`src/hw/rtl/assert_macros.svh`:
```
// Assertion macros for the box filter downscaler RTL.
// Each macro expects clk_i and rst_ni in the scope where it is used.
`ifndef ASSERT_MACROS_SVH
`define ASSERT_MACROS_SVH

// Check a property at every clock edge outside reset.
`define BFD_ASSERT(lbl, prop, msg) \
  lbl: assert property (@(posedge clk_i) disable iff (!rst_ni) (prop)) \
    else $error(msg);

// Check that a condition is followed by a property on the next edge.
`define BFD_ASSERT_NEXT(lbl, ante, cons, msg) \
  lbl: assert property (@(posedge clk_i) disable iff (!rst_ni) (ante) |=> (cons)) \
    else $error(msg);

`endif

```
`src/hw/rtl/bfd_pkg.sv`:
```
// Types, constants and lookup functions of the box filter downscaler.
// No dependencies; every RTL module and interface imports it.
package bfd_pkg;

  localparam int unsigned MaxFactor  = 16;
  localparam int unsigned RowLimit   = 1024;

  localparam int unsigned PixW       = 8;
  localparam int unsigned FacW       = 5;
  localparam int unsigned OffW       = 4;
  localparam int unsigned DimW       = 11;
  localparam int unsigned XW         = 11;
  localparam int unsigned YW         = 10;
  localparam int unsigned CoordW     = 10;
  localparam int unsigned SumW       = 16;
  localparam int unsigned NnW        = 9;
  localparam int unsigned HalfW      = 8;
  localparam int unsigned AvgInW     = 17;
  localparam int unsigned RecipW     = 26;
  localparam int unsigned RecipShift = 25;
  localparam int unsigned CfgAddrW   = 3;
  localparam int unsigned CfgDataW   = 11;

  typedef enum logic [CfgAddrW-1:0] {
    CFG_FACTOR     = 3'd0,
    CFG_COL_OFFSET = 3'd1,
    CFG_ROW_OFFSET = 3'd2,
    CFG_SRC_WIDTH  = 3'd3,
    CFG_SRC_ROWS   = 3'd4
  } cfg_reg_e;

  typedef struct packed {
    logic [PixW-1:0]   pixel;
    logic              zero;
    logic              emit;
    logic [CoordW-1:0] out_col;
    logic [CoordW-1:0] out_row;
    logic              last;
  } pix_ctl_t;

  typedef struct packed {
    logic [AvgInW-1:0] x;
    logic [CoordW-1:0] out_col;
    logic [CoordW-1:0] out_row;
    logic              last;
  } avg_in_t;

  function automatic logic [FacW-1:0] eff_factor(logic [FacW-1:0] f);
    logic [FacW-1:0] n;
    n = f;
    if (f == '0) begin
      n = FacW'(1);
    end else if (f > FacW'(MaxFactor)) begin
      n = FacW'(MaxFactor);
    end
    return n;
  endfunction

  function automatic logic [OffW-1:0] eff_offset(logic [OffW-1:0] off, logic [FacW-1:0] n);
    logic [FacW-1:0] nm1;
    nm1 = n - FacW'(1);
    return ({1'b0, off} >= n) ? nm1[OffW-1:0] : off;
  endfunction

  function automatic logic [DimW-1:0] eff_rows(logic [DimW-1:0] r);
    logic [DimW-1:0] v;
    v = r;
    if (r == '0) begin
      v = DimW'(1);
    end else if (r > DimW'(RowLimit)) begin
      v = DimW'(RowLimit);
    end
    return v;
  endfunction

  // ceil(2^25 / n^2): exact quotient for dividends below 2^17
  function automatic logic [RecipW-1:0] recip_f(logic [FacW-1:0] n);
    logic [RecipW-1:0] r;
    unique case (n)
      5'd1:    r = 26'd33554432;
      5'd2:    r = 26'd8388608;
      5'd3:    r = 26'd3728271;
      5'd4:    r = 26'd2097152;
      5'd5:    r = 26'd1342178;
      5'd6:    r = 26'd932068;
      5'd7:    r = 26'd684785;
      5'd8:    r = 26'd524288;
      5'd9:    r = 26'd414253;
      5'd10:   r = 26'd335545;
      5'd11:   r = 26'd277310;
      5'd12:   r = 26'd233017;
      5'd13:   r = 26'd198547;
      5'd14:   r = 26'd171197;
      5'd15:   r = 26'd149131;
      default: r = 26'd131072;
    endcase
    return r;
  endfunction

endpackage

```
`src/hw/rtl/bfd_ctrl.sv`:
```
// Configuration registers and raster position counters of the downscaler.
// Depends on bfd_pkg and assert_macros.svh; issues the column sum read address.
`include "assert_macros.svh"

module bfd_ctrl import bfd_pkg::*; #(
  parameter int unsigned MAX_WIDTH = 1024
) (
  input  logic                         clk_i,
  input  logic                         rst_ni,
  input  logic                         cfg_valid_i,
  input  logic [CfgAddrW-1:0]          cfg_index_i,
  input  logic [CfgDataW-1:0]          cfg_data_i,
  input  logic                         acc_i,
  input  logic [PixW-1:0]              pixel_i,
  output logic [$clog2(MAX_WIDTH)-1:0] rd_addr_o,
  output pix_ctl_t                     ctl_o,
  output logic [FacW-1:0]              n_o
);

  localparam int unsigned AddrW    = $clog2(MAX_WIDTH);
  localparam int unsigned IdxW     = (AddrW > XW) ? AddrW : XW;
  localparam int unsigned WidthCap = (MAX_WIDTH < ((1 << DimW) - 1)) ?
                                     MAX_WIDTH : ((1 << DimW) - 1);

  logic [FacW-1:0] factor_q, factor_d;
  logic [OffW-1:0] col_offset_q, col_offset_d;
  logic [OffW-1:0] row_offset_q, row_offset_d;
  logic [DimW-1:0] src_width_q, src_width_d;
  logic [DimW-1:0] src_rows_q, src_rows_d;
  logic            restart;

  logic [XW-1:0]   src_x_q, src_x_d;
  logic [YW-1:0]   src_y_q, src_y_d;
  logic [XW-1:0]   out_x_q, out_x_d;
  logic [YW-1:0]   out_y_q, out_y_d;
  logic [OffW-1:0] phase_x_q, phase_x_d;
  logic [OffW-1:0] phase_y_q, phase_y_d;

  logic [FacW-1:0] n_q, n_d, nm1_full;
  logic [OffW-1:0] nm1;
  logic [DimW-1:0] w, wm1, rows, rm1;
  logic [OffW-1:0] px_ld, py_ld;
  logic            row_end, last_row, img_end, close_col, close_row;
  logic [IdxW-1:0] idx_ext, idx_cap;

  always_comb begin
    factor_d     = factor_q;
    col_offset_d = col_offset_q;
    row_offset_d = row_offset_q;
    src_width_d  = src_width_q;
    src_rows_d   = src_rows_q;
    restart      = 1'b0;
    if (cfg_valid_i) begin
      unique case (cfg_reg_e'(cfg_index_i))
        CFG_FACTOR: begin
          factor_d = cfg_data_i[FacW-1:0];
          restart  = 1'b1;
        end
        CFG_COL_OFFSET: begin
          col_offset_d = cfg_data_i[OffW-1:0];
          restart      = 1'b1;
        end
        CFG_ROW_OFFSET: begin
          row_offset_d = cfg_data_i[OffW-1:0];
          restart      = 1'b1;
        end
        CFG_SRC_WIDTH: begin
          src_width_d = cfg_data_i[DimW-1:0];
          restart     = 1'b1;
        end
        CFG_SRC_ROWS: begin
          src_rows_d = cfg_data_i[DimW-1:0];
          restart    = 1'b1;
        end
        default: ;
      endcase
    end
  end

  always_ff @(posedge clk_i or negedge rst_ni) begin
    if (!rst_ni) begin
      factor_q     <= FacW'(16);
      col_offset_q <= '0;
      row_offset_q <= '0;
      src_width_q  <= DimW'(1024);
      src_rows_q   <= DimW'(1024);
    end else begin
      factor_q     <= factor_d;
      col_offset_q <= col_offset_d;
      row_offset_q <= row_offset_d;
      src_width_q  <= src_width_d;
      src_rows_q   <= src_rows_d;
    end
  end

  always_comb begin
    n_q      = eff_factor(factor_q);
    n_d      = eff_factor(factor_d);
    nm1_full = n_q - FacW'(1);
    nm1      = nm1_full[OffW-1:0];
    px_ld    = eff_offset(col_offset_d, n_d);
    py_ld    = eff_offset(row_offset_d, n_d);

    if (src_width_q == '0) begin
      w = DimW'(1);
    end else if (src_width_q > DimW'(WidthCap)) begin
      w = DimW'(WidthCap);
    end else begin
      w = src_width_q;
    end
    wm1  = w - DimW'(1);
    rows = eff_rows(src_rows_q);
    rm1  = rows - DimW'(1);

    row_end   = src_x_q >= wm1;
    last_row  = DimW'(src_y_q) >= rm1;
    img_end   = row_end && last_row;
    close_col = (phase_x_q >= nm1) || row_end;
    close_row = (phase_y_q >= nm1) || last_row;

    idx_ext   = IdxW'(out_x_q);
    idx_cap   = IdxW'(MAX_WIDTH - 1);
    if (idx_ext > idx_cap) begin
      idx_ext = idx_cap;
    end
  end

  assign rd_addr_o     = idx_ext[AddrW-1:0];
  assign n_o           = n_q;
  assign ctl_o.pixel   = pixel_i;
  assign ctl_o.zero    = (src_y_q == '0) && ((src_x_q == '0) || (phase_x_q == '0));
  assign ctl_o.emit    = close_col && close_row;
  assign ctl_o.out_col = out_x_q[CoordW-1:0];
  assign ctl_o.out_row = out_y_q[CoordW-1:0];
  assign ctl_o.last    = img_end;

  always_comb begin
    src_x_d   = src_x_q;
    src_y_d   = src_y_q;
    out_x_d   = out_x_q;
    out_y_d   = out_y_q;
    phase_x_d = phase_x_q;
    phase_y_d = phase_y_q;
    if (restart || (acc_i && img_end)) begin
      src_x_d   = '0;
      src_y_d   = '0;
      out_x_d   = '0;
      out_y_d   = '0;
      phase_x_d = px_ld;
      phase_y_d = py_ld;
    end else if (acc_i && row_end) begin
      src_x_d   = '0;
      out_x_d   = '0;
      phase_x_d = px_ld;
      src_y_d   = src_y_q + YW'(1);
      if (phase_y_q >= nm1) begin
        phase_y_d = '0;
        out_y_d   = out_y_q + YW'(1);
      end else begin
        phase_y_d = phase_y_q + OffW'(1);
      end
    end else if (acc_i) begin
      src_x_d = src_x_q + XW'(1);
      if (phase_x_q >= nm1) begin
        phase_x_d = '0;
        out_x_d   = out_x_q + XW'(1);
      end else begin
        phase_x_d = phase_x_q + OffW'(1);
      end
    end
  end

  always_ff @(posedge clk_i or negedge rst_ni) begin
    if (!rst_ni) begin
      src_x_q   <= '0;
      src_y_q   <= '0;
      out_x_q   <= '0;
      out_y_q   <= '0;
      phase_x_q <= '0;
      phase_y_q <= '0;
    end else begin
      src_x_q   <= src_x_d;
      src_y_q   <= src_y_d;
      out_x_q   <= out_x_d;
      out_y_q   <= out_y_d;
      phase_x_q <= phase_x_d;
      phase_y_q <= phase_y_d;
    end
  end

  `BFD_ASSERT(a_phase_x_range, phase_x_q <= nm1, "column phase beyond cell size")
  `BFD_ASSERT(a_phase_y_range, phase_y_q <= nm1, "row phase beyond cell size")
  `BFD_ASSERT(a_src_x_range, src_x_q <= XW'(wm1), "source column beyond row width")
  `BFD_ASSERT_NEXT(a_restart_clears, restart, (src_x_q == '0) && (src_y_q == '0) && (out_x_q == '0) && (out_y_q == '0), "counters not cleared after register write")

endmodule

```
`config.mk`:
```
export PLATFORM = sky130hd
export DESIGN_NAME = bfd_ctrl
export DESIGN_NICKNAME = d
export VERILOG_FILES = /design/src/hw/rtl/bfd_pkg.sv /design/src/hw/rtl/bfd_ctrl.sv
export VERILOG_INCLUDE_DIRS = /design/src /design/src/hw/rtl
export SDC_FILE = /design/constraint.sdc
export NUM_CORES = 1
export LEC_CHECK = 0
export BUFFER_PORTS_ARGS = -buffer_cell sky130_fd_sc_hd__buf_2
export CORE_MARGIN = 5
export CORE_UTILIZATION = 35
export DETAILED_ROUTE_END_ITERATION = 7
export PLACE_DENSITY = 0.53
export REMOVE_ABC_BUFFERS = 1
export SYNTH_ARGS = -nofsm -noshare
export SYNTH_HDL_FRONTEND = slang
export SYNTH_SLANG_ARGS = --single-unit
```
`constraint.sdc`:
```
create_clock -name clk_i -period 5.4 [get_ports clk_i]
set_input_delay 1.08 -clock clk_i [delete_from_list [all_inputs] [get_ports clk_i]]
set_output_delay 1.08 -clock clk_i [all_outputs]
set_load 0.02 [all_outputs]
```
==> results of run 1 <==
state kept, by name, indices dropped and copies added (netlist names):
register	count
col_offset_q	4
factor_q	5
out_x_q	11
out_y_q	10
phase_x_q	4
phase_y_q	4
row_offset_q	4
src_rows_q	11
src_width_q	11
src_x_q	11
src_y_q	10
worst max path at each step:
stage,startpoint,to,slack [ns],cells past startpoint
floorplan,src_rows_q[5]$_DFFE_PN0P_,ctl_o[21],0.76,15
global placement,src_rows_q[5]$_DFFE_PN0P_,ctl_o[21],0.45,16
detailed placement,src_rows_q[5]$_DFFE_PN0P_,ctl_o[21],0.35,16
CTS,src_width_q[2]$_DFFE_PN0P_,ctl_o[21],0.02,16
global route,src_rows_q[5]$_DFFE_PN0P_,ctl_o[21],-0.02,16
finish,src_rows_q[5]$_DFFE_PN0P_,ctl_o[21],0.18,16
worst max-delay path: stages (launching register included):
cell and delay [ns]:
dfrtp_2 0.45, or4_4 0.58, or3_1 0.37, nor2_1 0.10, o21ai_0 0.13, ha_2 0.27, nor2_2 0.13, o31a_1 0.15
a21oi_1 0.04, o41ai_1 0.08, ha_1 0.32, a21o_1 0.19, a22o_1 0.24, nor4_2 0.22, a211o_1 0.22, a21oi_1 0.11
buf_2 0.20
what timing repair did:
| action | 4_1_cts | 5_1_grt |
|---|---|---|
| pin swaps | 0 | 3 |
| endpoints found under the setup margin | 1 | 2 |
| resized for setup | 1 | 7 |
| hold buffers | 0 | 0 |
| setup buffers | 0 | 3 |
| endpoints found under the hold margin | 0 | 0 |
placed cells by master (no fill, tap or decap), types with 14 or more instances in the layout:
cell	n
nor2_1	61
nand4_1	14
inv_1	27
a21oi_1	39
nand2_1	45
o21ai_0	25
mux2_2	32
xnor2_1	16
ha_1	49
dfrtp_1	81
nor3_1	21
nand3_1	26
buf_2	54
logic make-up after synthesis:
family	after synthesis	synth area share (%)
AND/OR/NAND/NOR	245	21.35
multiplexers	43	7.945
adder cells (fa/ha/maj)	50	10.45
AO/OA/AOI/OAI	135	14.99
buffers and inverters	66	5.854
flip-flops	85	35.61
XOR/XNOR	26	3.805
per-stage QoR:
| stage | util, % | setup TNS (ns) |
|---|---|---|
| 2_1_floorplan | - | 0 |
| 3_3_place_gp | 37.99 | 0 |
| 3_5_place_dp | 37.99 | 0 |
| 4_1_cts | 39.86 | 0 |
| 5_1_grt | 40.12 | -0.02104 |
| 6_report | 40.12 | 0 |
power by group through the flow:
stage          Combinational [mW]  Clock (mW)  Sequential, mW
2_1_floorplan               0.713           0           0.860
3_3_place_gp                0.973           0           0.876
3_5_place_dp                0.999           0           0.882
4_1_cts                      1.01       0.681           0.871
5_1_grt                      1.14       0.709           0.891
6_report                     1.01       0.664           0.874
routing by layer:
metal / track usage, % / wire length (µm)
met4: 6.782 / 374
met3: 2.472 / 548
met2: 26.01 / 7565
met5: 0 / 0
met1: 20.48 / 7028
final cells by class:
type / instances / area, µm² / area share (%)
clock buffer: 12 / 236.5 / 3.529
clock inverter: 4 / 73.82 / 1.102
inverter: 29 / 108.9 / 1.625
multi-input combinational: 499 / 3528 / 52.66
sequential: 85 / 2132 / 31.82
tap: 220 / 275.3 / 4.108
timing repair buffer: 64 / 345.3 / 5.154
==> metrics.txt, run 1 <==
outcome=completed; Gate Count Post-Synth=650; number of max-cap violations=0; Synth area leader=dfrtp_1; area grow syn2layout=11.96%; synth warn=0; final hold slack=0.5009 ns; Die Footprint=19810 µm²; power density over the cells=380.9 nW/µm²; Filler cells=1708; Setup WS pre-CTS=0.3544 ns; Hold Crit Class=reg2reg; CTS H-tree lvls=3; CTS Root Cell=clkbuf_16; gpl congestion=0.8916; share of layout cells above drive strength 1=21.07%; Post-DP HPWL=11660 µm; Hold Startpoint=col_offset_q[0]$_DFF_PN0_; Worst setup EP type=output port; Final period util=96.73%; Clock Path Buffers=2; combinational share of power=39.7%; Worst Hold Depth=1; switching pwr=0.9921 mW; CTS buffer count=9; synthesized area per cell=just over 9 µm²; FF-to-FF setup slack=~1.1 ns; worst slew pin tran=0.9774 ns; n_diodes=0; clock skew=0.01149 ns; Peak VDD IR=0.1874 mV; setup slack after layout=~0.18 ns; Clock Power Share=26.0%; predominant post-synthesis flop cell=dfrtp_1; vias per cell=5.448; CP Max Fanout=8; first-pass GRT wire length=around 25000 µm; Final setup violation count=0; register bit count reported by yosys=85; Cells after DPL=894; remaining antenna violation count after routing=0; die span in y=140.8 µm; nets@finish=764; Period minus WS final=around 5.2 ns; routed wire length=~16000 µm; CTS sink count=85; FF-to-FF Start=src_width_q[6]$_DFFE_PN0P_; core box area=16700 µm²; crit path DAT=4.14 ns; Final Hold Vio Count=0; IO Port Bufs=55; chip width=140.8 µm; P_leak=2.982 nW; PnR Total Power=2.552 mW; standard-cell rows=47; Detailed Routing Iterations Pass 1=5; Seq/Total Area, Yosys=~36%; vias in the first global route=4970; Unique masters post-synth=74; fin area=roughly 6700 µm²; WS Path Type=reg2out; Vias=4974; synth top area cells=dfrtp_1 (34%), ha_1 (10%), mux2_2 (6.0%); Int Pwr=around 1.6 mW; Critical R2R Capture=phase_x_q[0]$_DFFE_PN0P_; CTS tree=built; EDFF count, synth=0; total track usage=15.75%; max-slew violations=0; most common cell in the synthesized netlist=dfrtp_1; final non-filler cell total=913; Fmax=0.1914 GHz; io pins=72; R2R depth=16; Starting Density=35.83%; Worst Hold End=col_offset_q[0]$_DFF_PN0_; Async S/R FF share, synth=100.0%; drt initial violations=304; grt total ovfl=0; Worst Path Required=4.32 ns; Placed Area=6345 µm²; commonest cells in the synthesized netlist=dfrtp_1 (82), nor2_1 (63), ha_1 (50); sequential power share=34.2%; initial antenna violation count=0; clk slew on worst S/H paths=0.06 ns; Syn Std Cell Area=5984 µm²; drt wl/cell=around 17 µm; Startpoint Class=flip-flop; DRC Markers=0; Slew HR=33.95%; Switching Share=38.87%; Clock Latency Late Sink=roughly 0.35 ns; top-area cell type share of the netlist area=34.29%; largest net degree at the start of global routing=50
Note: power is estimated with default switching activity, not from simulation.
==> run 2, diff against run 1 <==
--- a/config.mk
+++ b/config.mk
@@ -7,6 +7,7 @@
 export NUM_CORES = 1
 export LEC_CHECK = 0
 export BUFFER_PORTS_ARGS = -buffer_cell sky130_fd_sc_hd__buf_2
+export CAP_MARGIN = 25
 export CORE_MARGIN = 5
 export CORE_UTILIZATION = 35
 export DETAILED_ROUTE_END_ITERATION = 7
==> constraint.sdc (replaced) <==
create_clock -name clk_i -period 5.4 [get_ports clk_i]
set_input_delay 0 -clock clk_i [delete_from_list [all_inputs] [get_ports clk_i]]
set_output_delay 0 -clock clk_i [all_outputs]
set_load 0.02 [all_outputs]
==> metrics.txt, run 2 (synthesis gave the netlist of run 1 again) <==
number of max-cap violations=0; nets@finish=768; Hold Crit Class=in2out; P_leak=between 2 and 3 nW; Worst setup EP type=flip-flop; R2R depth=16; grt total ovfl=0; Final period util=87.00%; Peak VDD IR=~0.25 mV; largest net degree at the start of global routing=57; initial antenna violation count=0; vias per cell=5.360; n_diodes=0; Fmax=0.2129 GHz; Starting Density=35.83%; Clock Power Share=24.3%; FF-to-FF setup slack=0.70 ns; RSZ-0062 raised after global routing=no; drt wl/cell=16.37 µm; remaining antenna violation count after routing=0; CP Max Fanout=10; final non-filler cell total=917; total track usage=15.41%; io pins=around 70; setup_tns=0 ns; Die Footprint=19810 µm²; DRC Markers=0; CTS tree=built; die span in y=140.8 µm; Final setup violation count=0; Int Pwr=1.468 mW; Filler cells=1701; share of layout cells above drive strength 1=19.51%; Slew HR=43.20%; met3 GRT Util=2.438%; power density over the cells=around 370 nW/µm²; Critical R2R Capture=out_y_q[4]$_DFFE_PN0P_; CTS H-tree lvls=3; Final Hold Vio Count=0; drt initial violations=254; CP Launch Point=src_rows_q[5]$_DFFE_PN0P_; sequential power share=35.6%; Post-CTS Setup Repair Bufs=0; Clock Latency Late Sink=0.35 ns; area grow syn2layout=11.94%; met2 GRT Util=24.77%; PnR Total Power=about 2.5 mW; clock skew=roughly 0.0090 ns; Detailed Routing Iterations Pass 1=4; Startpoint Class=flip-flop; most common cell after layout, fill and taps aside=dfrtp_1; global-route met1 utilization=a little over a fifth; most frequent cells in the layout=dfrtp_1 (82), nor2_1 (63), buf_2 (54); Period minus WS final=4.698 ns; combinational share of power=40.2%; WS Path Type=reg2reg; routed wire length=15010 µm; Cells after DPL=892; Clock Path Buffers=2; gpl congestion=0.8333; busiest layer in global routing=met2; switching pwr=0.9913 mW; IO Port Bufs=55; clk slew on worst S/H paths=0.07 ns; CTS buffer count=9; chip width=140.8 µm; worst slew pin tran=0.8283 ns; core box area=approximately 17000 µm²; CTS sink count=85; first-pass GRT wire length=24980 µm; CTS Root Cell=clkbuf_16; standard-cell rows=47; outcome=completed; Worst Path Required=5.69 ns; max-slew violations=0; Switching Share=40.31%; Vias=about 4900; FF-to-FF Start=src_rows_q[5]$_DFFE_PN0P_; crit path DAT=approximately 5 ns; vias in the first global route=4819; worst setup path endpoint=out_y_q[4]$_DFFE_PN0P_; Post-DP HPWL=11240 µm
==> run 2: per-layer routing <==
metal,routed length [µm],share of wire [%]
met1,7190,48
met2,7144,48
met3,408,2.7
met4,269,1.8
met5,0,0
==> run 2: repair_timing <==
action / CTS / global route
hold buffers: 9 / 0
hold endpoints to repair: 45 / 0
gates resized for setup: 0 / 0
==> run 2: power groups by stage <==
stage	clock [mW]	sequential (mW)	combinational, mW
final	0.596	0.874	0.988
after global routing	0.634	0.894	1.12
after CTS	0.611	0.873	0.995
after detailed placement	0	0.885	0.986
after global placement	0	0.879	0.962
after floorplan	0	0.860	0.713
==> run 2: worst min path at each step <==
stage / startpoint / end / slack (ns) / cells past startpoint
floorplan: rst_ni / col_offset_q[0]$_DFF_PN0_ / -0.30 / 0
global placement: rst_ni / out_x_q[6]$_DFFE_PN0P_ / -0.02 / 1
detailed placement: rst_ni / out_x_q[6]$_DFFE_PN0P_ / -0.02 / 1
CTS: pixel_i[0] / ctl_o[23] / 0.0002 / 0
global route: pixel_i[1] / ctl_o[24] / 0.0001 / 0
finish: pixel_i[0] / ctl_o[23] / 0.0001 / 0
==> run 2: worst max-delay path, cell delays in order, from the launching register on <==
cell and delay (ns):
dfrtp_1 0.45, or4_4 0.60, or3_1 0.38, nor2_1 0.10, o21ai_0 0.12, ha_1 0.33
nor2_1 0.20, o31a_1 0.17, a21oi_1 0.04, o41ai_1 0.08, ha_1 0.32, a21o_1 0.18
a22o_1 0.21, nor4_1 0.53, a21oi_2 0.32, nor3_4 0.36, a32o_1 0.22
==> run 2: final cells by class <==
| type | count | area, µm² | share of cell area, % |
|---|---|---|---|
| inverters | 29 | 108.9 | 1.625 |
| clock buffers | 11 | 242.7 | 3.623 |
| well taps | 220 | 275.3 | 4.109 |
| repair buffers | 68 | 397.9 | 5.939 |
| multi-input cells | 499 | 3507 | 52.35 |
| clock inverters | 5 | 36.28 | 0.5417 |
| flip-flops and latches | 85 | 2131 | 31.81 |
==> run 2: per-stage QoR <==
step | area (µm²) | setup WS (ns) | util [%] | hold slack, ns
6_report | 6699 | 0.7020 | 40.11 | 0.0001484
2_1_floorplan | 5743 | 1.007 | - | -0.2956
3_3_place_gp | 6330 | 0.8301 | 37.90 | -0.02254
4_1_cts | 6699 | 0.7082 | 40.11 | 0.0002227
3_5_place_dp | 6330 | 0.7498 | 37.90 | -0.01767
5_1_grt | 6699 | 0.3316 | 40.11 | 0.0001344
