`config.mk`:
```
export PLATFORM = sky130hd
export DESIGN_NAME = bfd_avg
export DESIGN_NICKNAME = d
export VERILOG_FILES = /design/src/hw/rtl/assert_macros.svh /design/src/hw/rtl/bfd_pkg.sv /design/src/hw/rtl/bfd_avg.sv
export SDC_FILE = /design/constraint.sdc
export NUM_CORES = 1
export LEC_CHECK = 0
export BUFFER_PORTS_ARGS = -buffer_cell sky130_fd_sc_hd__buf_2
export CORE_MARGIN = 2
export CORE_UTILIZATION = 45
export DETAILED_ROUTE_END_ITERATION = 16
export HOLD_SLACK_MARGIN = 0.15
export PLACE_DENSITY_LB_ADDON = 0.15
export SYNTH_ARGS = -nofsm -noshare
export SYNTH_HDL_FRONTEND = slang
export SYNTH_SLANG_ARGS = --single-unit
```
`constraint.sdc`:
```
create_clock -name clk_i -period 1.1 [get_ports clk_i]
set_input_delay 0.22 -clock clk_i [delete_from_list [all_inputs] [get_ports clk_i]]
set_output_delay 0.22 -clock clk_i [all_outputs]
set_load 0.05 [all_outputs]
```
`src/hw/rtl/assert_macros.svh`:
```
// Assertion macros for the box filter downscaler RTL.
// Each macro expects clk_i and rst_ni in the scope where it is used.
`ifndef ASSERT_MACROS_SVH
`define ASSERT_MACROS_SVH

// Check a property at every clock edge outside reset.
`define BFD_ASSERT(lbl, prop, msg) \
  lbl: assert property (@(posedge clk_i) disable iff (!rst_ni) (prop)) \
    else $error(msg);

// Check that a condition is followed by a property on the next edge.
`define BFD_ASSERT_NEXT(lbl, ante, cons, msg) \
  lbl: assert property (@(posedge clk_i) disable iff (!rst_ni) (ante) |=> (cons)) \
    else $error(msg);

`endif

```
`src/hw/rtl/bfd_pkg.sv`:
```
// Types, constants and lookup functions of the box filter downscaler.
// No dependencies; every RTL module and interface imports it.
package bfd_pkg;

  localparam int unsigned MaxFactor  = 16;
  localparam int unsigned RowLimit   = 1024;

  localparam int unsigned PixW       = 8;
  localparam int unsigned FacW       = 5;
  localparam int unsigned OffW       = 4;
  localparam int unsigned DimW       = 11;
  localparam int unsigned XW         = 11;
  localparam int unsigned YW         = 10;
  localparam int unsigned CoordW     = 10;
  localparam int unsigned SumW       = 16;
  localparam int unsigned NnW        = 9;
  localparam int unsigned HalfW      = 8;
  localparam int unsigned AvgInW     = 17;
  localparam int unsigned RecipW     = 26;
  localparam int unsigned RecipShift = 25;
  localparam int unsigned CfgAddrW   = 3;
  localparam int unsigned CfgDataW   = 11;

  typedef enum logic [CfgAddrW-1:0] {
    CFG_FACTOR     = 3'd0,
    CFG_COL_OFFSET = 3'd1,
    CFG_ROW_OFFSET = 3'd2,
    CFG_SRC_WIDTH  = 3'd3,
    CFG_SRC_ROWS   = 3'd4
  } cfg_reg_e;

  typedef struct packed {
    logic [PixW-1:0]   pixel;
    logic              zero;
    logic              emit;
    logic [CoordW-1:0] out_col;
    logic [CoordW-1:0] out_row;
    logic              last;
  } pix_ctl_t;

  typedef struct packed {
    logic [AvgInW-1:0] x;
    logic [CoordW-1:0] out_col;
    logic [CoordW-1:0] out_row;
    logic              last;
  } avg_in_t;

  function automatic logic [FacW-1:0] eff_factor(logic [FacW-1:0] f);
    logic [FacW-1:0] n;
    n = f;
    if (f == '0) begin
      n = FacW'(1);
    end else if (f > FacW'(MaxFactor)) begin
      n = FacW'(MaxFactor);
    end
    return n;
  endfunction

  function automatic logic [OffW-1:0] eff_offset(logic [OffW-1:0] off, logic [FacW-1:0] n);
    logic [FacW-1:0] nm1;
    nm1 = n - FacW'(1);
    return ({1'b0, off} >= n) ? nm1[OffW-1:0] : off;
  endfunction

  function automatic logic [DimW-1:0] eff_rows(logic [DimW-1:0] r);
    logic [DimW-1:0] v;
    v = r;
    if (r == '0) begin
      v = DimW'(1);
    end else if (r > DimW'(RowLimit)) begin
      v = DimW'(RowLimit);
    end
    return v;
  endfunction

  // ceil(2^25 / n^2): exact quotient for dividends below 2^17
  function automatic logic [RecipW-1:0] recip_f(logic [FacW-1:0] n);
    logic [RecipW-1:0] r;
    unique case (n)
      5'd1:    r = 26'd33554432;
      5'd2:    r = 26'd8388608;
      5'd3:    r = 26'd3728271;
      5'd4:    r = 26'd2097152;
      5'd5:    r = 26'd1342178;
      5'd6:    r = 26'd932068;
      5'd7:    r = 26'd684785;
      5'd8:    r = 26'd524288;
      5'd9:    r = 26'd414253;
      5'd10:   r = 26'd335545;
      5'd11:   r = 26'd277310;
      5'd12:   r = 26'd233017;
      5'd13:   r = 26'd198547;
      5'd14:   r = 26'd171197;
      5'd15:   r = 26'd149131;
      default: r = 26'd131072;
    endcase
    return r;
  endfunction

endpackage

```
`src/hw/rtl/bfd_avg.sv`:
```
// Rounded divide by the cell area through a reciprocal multiply, and output register.
// Depends on bfd_pkg for the reciprocal table.
module bfd_avg import bfd_pkg::*; (
  input  logic              clk_i,
  input  logic              rst_ni,
  input  logic              adv_i,
  input  logic              c_valid_i,
  input  avg_in_t           c_i,
  input  logic [FacW-1:0]   n_i,
  output logic              res_valid_o,
  output logic [PixW-1:0]   res_avg_o,
  output logic [CoordW-1:0] res_col_o,
  output logic [CoordW-1:0] res_row_o,
  output logic              res_last_o
);

  localparam int unsigned ProdW = AvgInW + RecipW;

  logic [ProdW-1:0]  prod;
  logic              res_valid_q;
  logic [PixW-1:0]   avg_q;
  logic [CoordW-1:0] col_q, row_q;
  logic              last_q;

  assign prod = ProdW'(c_i.x) * ProdW'(recip_f(n_i));

  always_ff @(posedge clk_i or negedge rst_ni) begin
    if (!rst_ni) begin
      res_valid_q <= 1'b0;
    end else if (adv_i) begin
      res_valid_q <= c_valid_i;
    end
  end

  always_ff @(posedge clk_i) begin
    if (adv_i && c_valid_i) begin
      avg_q  <= prod[RecipShift+PixW-1:RecipShift];
      col_q  <= c_i.out_col;
      row_q  <= c_i.out_row;
      last_q <= c_i.last;
    end
  end

  assign res_valid_o = res_valid_q;
  assign res_avg_o   = avg_q;
  assign res_col_o   = col_q;
  assign res_row_o   = row_q;
  assign res_last_o  = last_q;

endmodule

```
==> flow_metrics.tcl, run 1 <==
set metrics [dict create \
    setup_viol_count_final 8 \
    numPlacedInstances 1995 \
    ys_ff_latch 30 \
    grt_antenna_before_repair 0 \
    end_kind "flip-flop" \
    worstMarginPinSlew_ns 0.513 \
    holdPathEnd "res_valid_o" \
    netlist_area_um2 12600 \
    grt.overflow.total 0 \
    first_pass_iters 4 \
    cts_tree "done" \
    n_antenna_cell 0 \
    hold_ws_ns 0.190 \
    gp_congestion 0.877 \
    critical_path_class "input port to flip-flop" \
    grt_first_pass_wirelength_um 54000 \
    hold_path_class "input port to flip-flop" \
    dieHeight_um 171 \
    seq_area_frac_synth_pct 7.11 \
    start_kind "input port" \
    timing.critical_path.mode_cell "fa_1" \
    reg2reg_slack_ns 0.36 \
    place_hpwl_um 27500 \
    netlist_instances 1409 \
    io_pins 77 \
    cpPeakStageDelay_ns 0.53 \
    synth_top_cell_by_area "fa_1" \
    num_vias 9859 \
    ys.flop_type "edfxtp_1" \
    via_per_inst 4.80 \
    wl_um 32400 \
    hold_viol 0 \
    grt_pass1_vias 10800 \
    fin_cells 2054 \
    cts_buffers 5 \
    post_drt_wl_per_cell_um 15.8 \
    fmax_mhz 159 \
    fin_setup_tns_ns -40.48 \
    ys_async_sr_fraction_pct 3.33 \
    slew_violations 0 \
    relSlewSlack_pct 65.5 \
    rsz0062_at_grt "true" \
    crit_slowest_cell "fa_2" \
    total_power_mw 23.3 \
    clock_path_buffers 2 \
    num-fill-cells 2538 \
    drc 0 \
    drt-initial-drc-count 417 \
    fp.coreArea_um2 27700 \
    leakagePower_nw 8.05 \
    crit_fanout 5 \
    rows 61 \
    clock_latency_ns 0.27 \
    grt_start_max_net_pins 24 \
    grtUsageTotal_pct 23.8 \
    path_clk_slew_ns 0.05 \
    synth_edf_count 29 \
    synth_area_leaders "fa_1 (47%), inv_1 (11%), ha_1 (9.2%)" \
    io_buffers 76 \
    final_antenna_net_count 0 \
    peakVddDrop_mv 1.68 \
    cts_sinks 30 \
    yosys.cell_types.count 56 \
    period_minus_slack_ns 6.30 \
    clockRootBuffer "clkbuf_16" \
    initial_core_util_pct 45.5 \
    setup_ws_ns -5.20 \
    power_density_nw_per_um2 1450 \
    cp.required_ns 1.11 \
    status "finished, violations left" \
    drive_above_1_share_pct 24.8 \
    r2r-start "res_valid_o" \
    die_area_um2 29400 \
    violations "negative setup slack" \
    r2r-end "res_valid_o" \
    chipWidth_um 171 \
    crit_arrival_ns 6.32 \
    nets 2112 \
    syn2layout_area_growth_pct 27.9 \
    cts-htree-levels 2 \
    clock_skew_ns 0 \
    synth_top_area_share_pct 47.2 \
    synth_area_per_cell_um2 8.94 \
    whs_path_depth 2 \
    finalCritPeriodShare_pct 573 \
    ys.warnings.count 0 \
    r2r_cells 1 \
    hp-start "c_valid_i" \
    maxCapViolCount 0 \
    pre_cts_slack_ns -5.70 \
    synth_fp_nets 1846 \
]
==> power breakdown <==
| part | switching (mW) | internal (mW) |
|---|---|---|
| clock network | 0.467 | 0.823 |
| registers | 0.0561 | 1.68 |
| logic | 10.6 | 9.66 |
==> worst max path at each step <==
| stage | start | to | slack (ns) | cells past startpoint |
|---|---|---|---|---|
| final | n_i[1] | res_avg_o[7] | -5.20 | 29 |
| after global routing | n_i[0] | res_avg_o[5] | -5.45 | 27 |
| after CTS | n_i[0] | res_avg_o[7] | -5.24 | 25 |
| after detailed placement | n_i[1] | res_avg_o[7] | -5.70 | 29 |
| after global placement | n_i[1] | res_avg_o[7] | -5.64 | 29 |
| after floorplan | n_i[0] | res_avg_o[7] | -5.08 | 25 |
==> synthesized netlist by cell type (3+ instances only) <==
| cell type | n |
|---|---|
| inv_1 | 382 |
| fa_1 | 297 |
| nand2_1 | 233 |
| and2_1 | 156 |
| ha_1 | 93 |
| clkbuf_1 | 55 |
| edfxtp_1 | 29 |
| a21oi_1 | 26 |
| nor2_1 | 20 |
| o21ai_0 | 17 |
| xnor2_1 | 13 |
| nor3_1 | 9 |
| nand3_1 | 7 |
| nand2b_1 | 6 |
| xor2_1 | 5 |
| nand4_1 | 4 |
| nor2b_1 | 4 |
| o21a_1 | 4 |
| o21bai_1 | 3 |
==> kinds of logic after synthesis <==
kind of cell    share of synthesized area [%]
compound gates                           3.74
xor+xnor                                 1.87
fa+ha+maj                                56.4
buf+inv                                  13.3
flops                                    7.11
mux                                     0.248
simple gates                             17.3
==> repair_timing <==
item	CTS	global route
endpoints found under the setup margin	12	23
hold buffers	22	0
gates cloned	0	2
gates resized for setup	50	91
pin swaps	41	55
hold endpoints to repair	22	0
setup buffers	18	11
==> cells in the final DEF, fill, tap and decap left out, types with 6 or more instances in the layout <==
| cell | netlist | routed |
|---|---|---|
| o21ai_1 | 2 | 6 |
| edfxtp_1 | 29 | 29 |
| xnor2_1 | 13 | 13 |
| buf_12 | 0 | 13 |
| nor2_1 | 20 | 14 |
| nand2_1 | 233 | 229 |
| a21oi_2 | 1 | 12 |
| ha_1 | 93 | 77 |
| nand3_1 | 7 | 6 |
| a21oi_1 | 26 | 11 |
| inv_1 | 382 | 370 |
| clkbuf_16 | 0 | 6 |
| o21ai_0 | 17 | 6 |
| fa_2 | 0 | 17 |
| o21ai_2 | 0 | 6 |
| and2_1 | 156 | 152 |
| fa_1 | 297 | 280 |
| inv_2 | 0 | 10 |
| buf_2 | 0 | 55 |
| dlygate4sd3_1 | 0 | 22 |
| ha_4 | 0 | 14 |
| buf_6 | 1 | 17 |
| buf_4 | 2 | 206 |
==> sequential cells by signal, summed over array words and instances (netlist names) <==
signal / flops
res_avg_o: 8
res_col_o: 10
res_last_o: 1
res_row_o: 10
res_valid_o: 1
==> metrics by stage <==
stage                     utilization (%)  instance area [µm²]
after floorplan                         -                12900
after global placement               54.2                15000
after detailed placement             54.2                15000
after CTS                            56.7                15700
after global routing                 58.2                16100
final                                58.2                16100
==> critical path, delay by kind of cell <==
family                   cells  cell delay, ns
XOR/XNOR                     1            0.24
AND/OR/NAND/NOR              4            0.60
buffers and inverters       10            1.03
AO/OA/AOI/OAI                6            0.89
adder cells (fa/ha/maj)      8            3.33
==> per-layer routing <==
layer	routed length (µm)	GRT usage (%)
met5	0	0
met4	1200	7.96
met3	1050	1.96
met2	17100	43.1
met1	13100	30.2
==> cell type report <==
type / instances / area, µm² / share of cell area, %
clock buffers: 5 / 125 / 0.777
clock inverters: 3 / 16.3 / 0.101
inverters: 383 / 1450 / 8.98
multi-input cells: 938 / 10600 / 65.8
flip-flops and latches: 30 / 896 / 5.56
well taps: 378 / 473 / 2.94
repair buffers: 317 / 2560 / 15.9
No activity file was read; power rests on OpenSTA's default activity.
==> inputs of run 2 (changes only) <==
--- a/config.mk
+++ b/config.mk
@@ -6,11 +6,13 @@
 export NUM_CORES = 1
 export LEC_CHECK = 0
 export BUFFER_PORTS_ARGS = -buffer_cell sky130_fd_sc_hd__buf_2
+export CAP_MARGIN = 10
 export CORE_MARGIN = 2
 export CORE_UTILIZATION = 45
+export CTS_CLUSTER_DIAMETER = 60
 export DETAILED_ROUTE_END_ITERATION = 16
 export HOLD_SLACK_MARGIN = 0.15
-export PLACE_DENSITY_LB_ADDON = 0.15
+export PLACE_DENSITY = 0.71
 export SYNTH_ARGS = -nofsm -noshare
 export SYNTH_HDL_FRONTEND = slang
 export SYNTH_SLANG_ARGS = --single-unit
==> run 2 against run 1 <==
Non-clock buffer count is 5 lower. Largest power group unchanged. Highest routed layer unchanged. The flow still finishes with violations (negative setup slack). Clock power is 4% lower. First-iteration DRC count is 22% higher.
==> flow_metrics.tcl, run 2 (synthesis gave the netlist of run 1 again) <==
set metrics [dict create \
    grt_first_pass_wirelength_um 53100 \
    gp_congestion 0.941 \
    whs_path_depth 2 \
    final_common_cell "inv_1" \
    power_density_nw_per_um2 1440 \
    cp.required_ns 1.11 \
    maxCapViolCount 0 \
    final_antenna_net_count 0 \
    rows 61 \
    initial_core_util_pct 45.5 \
    period_minus_slack_ns 6.26 \
    fin_cells 2048 \
    leakagePower_nw 7.99 \
    io_pins 77 \
    wl_um 31500 \
    setup_ws_ns -5.16 \
    die_area_um2 29400 \
    crit_slowest_cell "fa_1" \
    num_vias 10000 \
    path_clk_slew_ns 0.05 \
    status "finished, violations left" \
    syn2layout_area_growth_pct 25.7 \
    worst-path-buf-inv 8 \
    fp.coreArea_um2 27700 \
    relSlewSlack_pct 65.7 \
    cts_buffers 5 \
    dieHeight_um 171 \
    finalCritPeriodShare_pct 569 \
    grt_antenna_before_repair 1 \
    first_pass_iters 7 \
    cts_tree "done" \
    drc 0 \
    grtUsageTotal_pct 23.1 \
    via_per_inst 4.89 \
    place_hpwl_um 26500 \
    grt_start_max_net_pins 30 \
    grt_pass1_vias 11100 \
    clockRootBuffer "clkbuf_16" \
    n_antenna_cell 0 \
    most-common-layout-cells "inv_1 (370), fa_1 (288), nand2_1 (231), buf_4 (197), and2_1 (153)" \
    cts_sinks 30 \
    hp-start "c_valid_i" \
    clock_skew_ns 0 \
    reg2reg_slack_ns 0.36 \
    drive_above_1_share_pct 22.8 \
    chipWidth_um 171 \
    design_area_um2 15800 \
    fmax_mhz 160 \
    r2r_cells 1 \
    clock_path_buffers 2 \
    grt.overflow.total 0 \
    timing.critical_path.mode_cell "fa_1" \
    drt-initial-drc-count 510 \
    cts-htree-levels 2 \
    numPlacedInstances 1998 \
    holdPathEnd "res_valid_o" \
    num-fill-cells 2455 \
    worstMarginPinSlew_ns 0.511 \
    io_buffers 76 \
    critical_path_class "input port to flip-flop" \
    hold_path_class "input port to flip-flop" \
    critical_path.top_delay_family "adder cells" \
    cpPeakStageDelay_ns 0.53 \
    slew_violations 0 \
    crit_arrival_ns 6.27 \
    violations "negative setup slack" \
    end_kind "flip-flop" \
    post_drt_wl_per_cell_um 15.4 \
    r2r-start "res_valid_o" \
    peakVddDrop_mv 1.97 \
    crit_fanout 9 \
    start_kind "input port" \
    rsz0062_at_grt "true" \
    setup_viol_count_final 8 \
    postPlaceCellArea_um2 15000 \
    nets 2106 \
    r2r-end "res_valid_o" \
    hold_viol 0 \
    clock_latency_ns 0.26 \
]
[run 2: changes by cell type in the layout (fill, tap and decap cells not counted), sizes merged]
cell | previous run | this run
a21boi | 3 | 2
buf | 293 | 289
clkbuf | 7 | 6
clkinv | 3 | 4
clkinvlp | 3 | 2
[run 2: worst max-delay path by stage]
stage / startpoint / end / depth (start not counted)
after global routing: n_i[1] / res_avg_o[3] / 27
after floorplan: n_i[0] / res_avg_o[7] / 25
after global placement: n_i[1] / res_avg_o[4] / 26
final: n_i[1] / res_avg_o[7] / 26
after detailed placement: n_i[1] / res_avg_o[7] / 27
after CTS: n_i[1] / res_avg_o[7] / 27
[run 2: final cells by class]
class / count / area, µm² / share of cell area [%]
Sequential cell: 30 / 896 / 5.66
Clock inverter: 3 / 11.3 / 0.0711
Multi-Input combinational cell: 937 / 10400 / 65.8
Timing Repair Buffer: 312 / 2470 / 15.6
Clock buffer: 5 / 125 / 0.790
Inverter: 383 / 1450 / 9.13
Tap cell: 378 / 473 / 2.99
[run 2: what timing repair did]
| item | in CTS | in global routing |
|---|---|---|
| setup buffers | 6 | 14 |
| pin swaps | 19 | 34 |
| hold buffers | 22 | 0 |
| gates cloned | 0 | 1 |
| setup endpoints to repair | 9 | 19 |
| hold endpoints to repair | 22 | 0 |
| gates resized for setup | 23 | 65 |
[run 2: metrics by stage]
stage	total power, mW	setup slack [ns]	hold WS [ns]	util [%]	setup TNS, ns
6_report	22.8	-5.16	0.196	57.2	-40.43
5_1_grt	25.5	-5.42	0.205	57.2	-42.49
4_1_cts	21.6	-5.13	0.190	56.0	-40.03
3_5_place_dp	19.7	-5.58	-0.00453	54.2	-43.53
3_3_place_gp	19.3	-5.51	-0.00488	54.2	-42.89
2_1_floorplan	13.4	-5.08	-0.0756	-	-39.04
[run 2: routing by layer]
layer / global-route usage (%) / routed length, µm / vias up
met5: 0 / 0 / -
met4: 8.84 / 1370 / 0
met3: 2.16 / 1570 / 73
met2: 42.0 / 16300 / 305
met1: 28.5 / 12200 / 5071
li1: - / - / 4565
[run 2: power by group]
group | total [mW] | internal (mW) | switching [mW]
logic | 19.9 | 9.49 | 10.4
registers | 1.72 | 1.68 | 0.0471
clock network | 1.24 | 0.810 | 0.429
==> inputs of run 3 (changes only) <==
--- a/config.mk
+++ b/config.mk
@@ -6,13 +6,14 @@
 export NUM_CORES = 1
 export LEC_CHECK = 0
 export BUFFER_PORTS_ARGS = -buffer_cell sky130_fd_sc_hd__buf_2
-export CAP_MARGIN = 10
+export CAP_MARGIN = 20
 export CORE_MARGIN = 2
 export CORE_UTILIZATION = 45
 export CTS_CLUSTER_DIAMETER = 60
 export DETAILED_ROUTE_END_ITERATION = 16
 export HOLD_SLACK_MARGIN = 0.15
 export PLACE_DENSITY = 0.71
+export RECOVER_POWER = 100
 export SYNTH_ARGS = -nofsm -noshare
 export SYNTH_HDL_FRONTEND = slang
 export SYNTH_SLANG_ARGS = --single-unit
==> run 3 against run 2 <==
The flow still finishes with violations (negative setup slack). Clock skew stayed put. Die area stayed put. Sequential share of layout area hardly changed. Total power hardly changed. Global-route usage stayed put. Critical endpoint unchanged. Largest cell class unchanged. Largest power group unchanged. Highest routed layer unchanged.
==> flow_metrics.tcl, run 3 (synthesis gave the netlist of run 1 again) <==
set metrics [dict create \
    maxCapViolCount 0 \
    cts_sinks 30 \
    grt.met2_usage_pct 42.0 \
    nets 2106 \
    grt_start_max_net_pins 30 \
    initial_core_util_pct 45.5 \
    rsz0062_at_grt "true" \
    hold_viol 0 \
    use_met3_pct 2.16 \
    n_antenna_cell 0 \
    status "finished, violations left" \
    hold_path_class "input port to flip-flop" \
    grt.overflow.total 0 \
    io_buffers 76 \
    cts-htree-levels 2 \
    path_clk_slew_ns 0.05 \
    busiest_layer "met2" \
    num_vias 10000 \
    clock_skew_ns 0 \
    cp.required_ns 1.11 \
    finalCritPeriodShare_pct 569 \
    setup_viol_count_final 8 \
    final_common_cell "inv_1" \
    period_minus_slack_ns 6.26 \
    fp.coreArea_um2 27700 \
    grtUsageTotal_pct 23.1 \
    drive_above_1_share_pct 22.7 \
    drc 0 \
    fin_setup_tns_ns -40.46 \
    slew_violations 0 \
    final_core_util_pct 57.1 \
    worstMarginPinSlew_ns 0.507 \
    cts_buffers 5 \
    setup_ws_ns -5.16 \
    most-common-layout-cells "inv_1 (370), fa_1 (288), nand2_1 (231), buf_4 (197), and2_1 (153)" \
    clock_path_buffers 2 \
    post_drt_wl_per_cell_um 15.4 \
    rows 61 \
    whs_path_depth 2 \
    met1_usage_pct 28.5 \
    io_pins 77 \
    cts_tree "done" \
    syn2layout_area_growth_pct 25.6 \
    hp-start "c_valid_i" \
    drt-initial-drc-count 442 \
    end_kind "flip-flop" \
    critical_path_class "input port to flip-flop" \
    chipWidth_um 171 \
    first_pass_iters 4 \
    die_area_um2 29400 \
    crit_fanout 9 \
    final_antenna_net_count 0 \
    power_density_nw_per_um2 1440 \
    r2r-end "res_valid_o" \
    postPlaceCellArea_um2 15000 \
    violations "negative setup slack" \
    grt_first_pass_wirelength_um 53100 \
    dieHeight_um 171 \
    peakVddDrop_mv 1.97 \
    place_hpwl_um 26500 \
    grt_antenna_before_repair 1 \
    holdPathEnd "res_valid_o" \
    gp_congestion 0.941 \
    wl_um 31500 \
    start_kind "input port" \
    r2r-start "res_valid_o" \
    total_power_mw 22.8 \
    reg2reg_slack_ns 0.36 \
    clock_latency_ns 0.26 \
    relSlewSlack_pct 66.0 \
    design_area_um2 15800 \
    via_per_inst 4.89 \
    fmax_mhz 160 \
    leakagePower_nw 7.98 \
    r2r_cells 1 \
    hold_ws_ns 0.197 \
    clockRootBuffer "clkbuf_16" \
    crit_arrival_ns 6.27 \
    grt_pass1_vias 11100 \
]
==> run 3: cell count changes in the layout (fill, tap and decap cells not counted), sizes merged <==
| cell | delta |
|---|---|
| buf | -2 |
| clkbuf | +2 |
==> run 3: cell type report <==
class,count,area [µm²]
fillers,2458,11900
multi-input cells,937,10400
repair buffers,312,2450
inverters,383,1450
flip-flops and latches,30,896
well taps,378,473
clock buffers,5,125
clock inverters,3,11.3
==> run 3: how the worst max path moves through the flow <==
stage	slack [ns]	cells after the start	from	to
2_1_floorplan	-5.08	25	n_i[0]	res_avg_o[7]
5_1_grt	-5.42	27	n_i[1]	res_avg_o[3]
3_3_place_gp	-5.51	26	n_i[1]	res_avg_o[4]
4_1_cts	-5.13	27	n_i[1]	res_avg_o[7]
6_report	-5.16	26	n_i[1]	res_avg_o[7]
3_5_place_dp	-5.58	27	n_i[1]	res_avg_o[7]
==> run 3: what timing repair did <==
item	CTS	global route
cloned	0	1
hold buffers	22	0
pin swaps	19	34
resized for setup	23	65
setup buffers	6	14
endpoints found under the hold margin	22	0
setup endpoints to repair	9	19
==> run 3: per-layer routing <==
metal	part of all wire [%]	vias to the layer above
li1	-	4569
met1	39	5105
met2	52	278
met3	4.5	69
met4	4.3	0
met5	0	-
==> run 3: where the power goes <==
| part | internal, mW | leakage (nW) | total [mW] | switching, mW |
|---|---|---|---|---|
| Combinational | 9.49 | 7.63 | 19.8 | 10.4 |
| Sequential | 1.68 | 0.283 | 1.72 | 0.0472 |
| Clock | 0.810 | 0.0663 | 1.24 | 0.431 |
==> run 3: stage by stage <==
step / worst slack, ns / instances
floorplan: -5.08 / 1409
global placement: -5.51 / 1998
detailed placement: -5.58 / 1998
CTS: -5.13 / 2034
global route: -5.42 / 2048
finish: -5.16 / 2048
==> run 3: worst max-delay path, stage by stage <==
cell and delay, ns:
buf_8 0.08, clkinvlp_4 0.12, ha_4 0.21, or3b_4 0.43, a21oi_4 0.19, buf_6 0.16, and2_4 0.15, fa_1 0.42
inv_2 0.07, fa_2 0.44, fa_1 0.47, fa_1 0.53, inv_2 0.05, fa_1 0.47, inv_1 0.05, fa_1 0.47
inv_1 0.05, ha_2 0.18, nor3_2 0.22, o21ai_4 0.11, a211oi_2 0.21, buf_4 0.17, nor3_4 0.06, or2_4 0.25
a221oi_2 0.23, xnor3_1 0.24
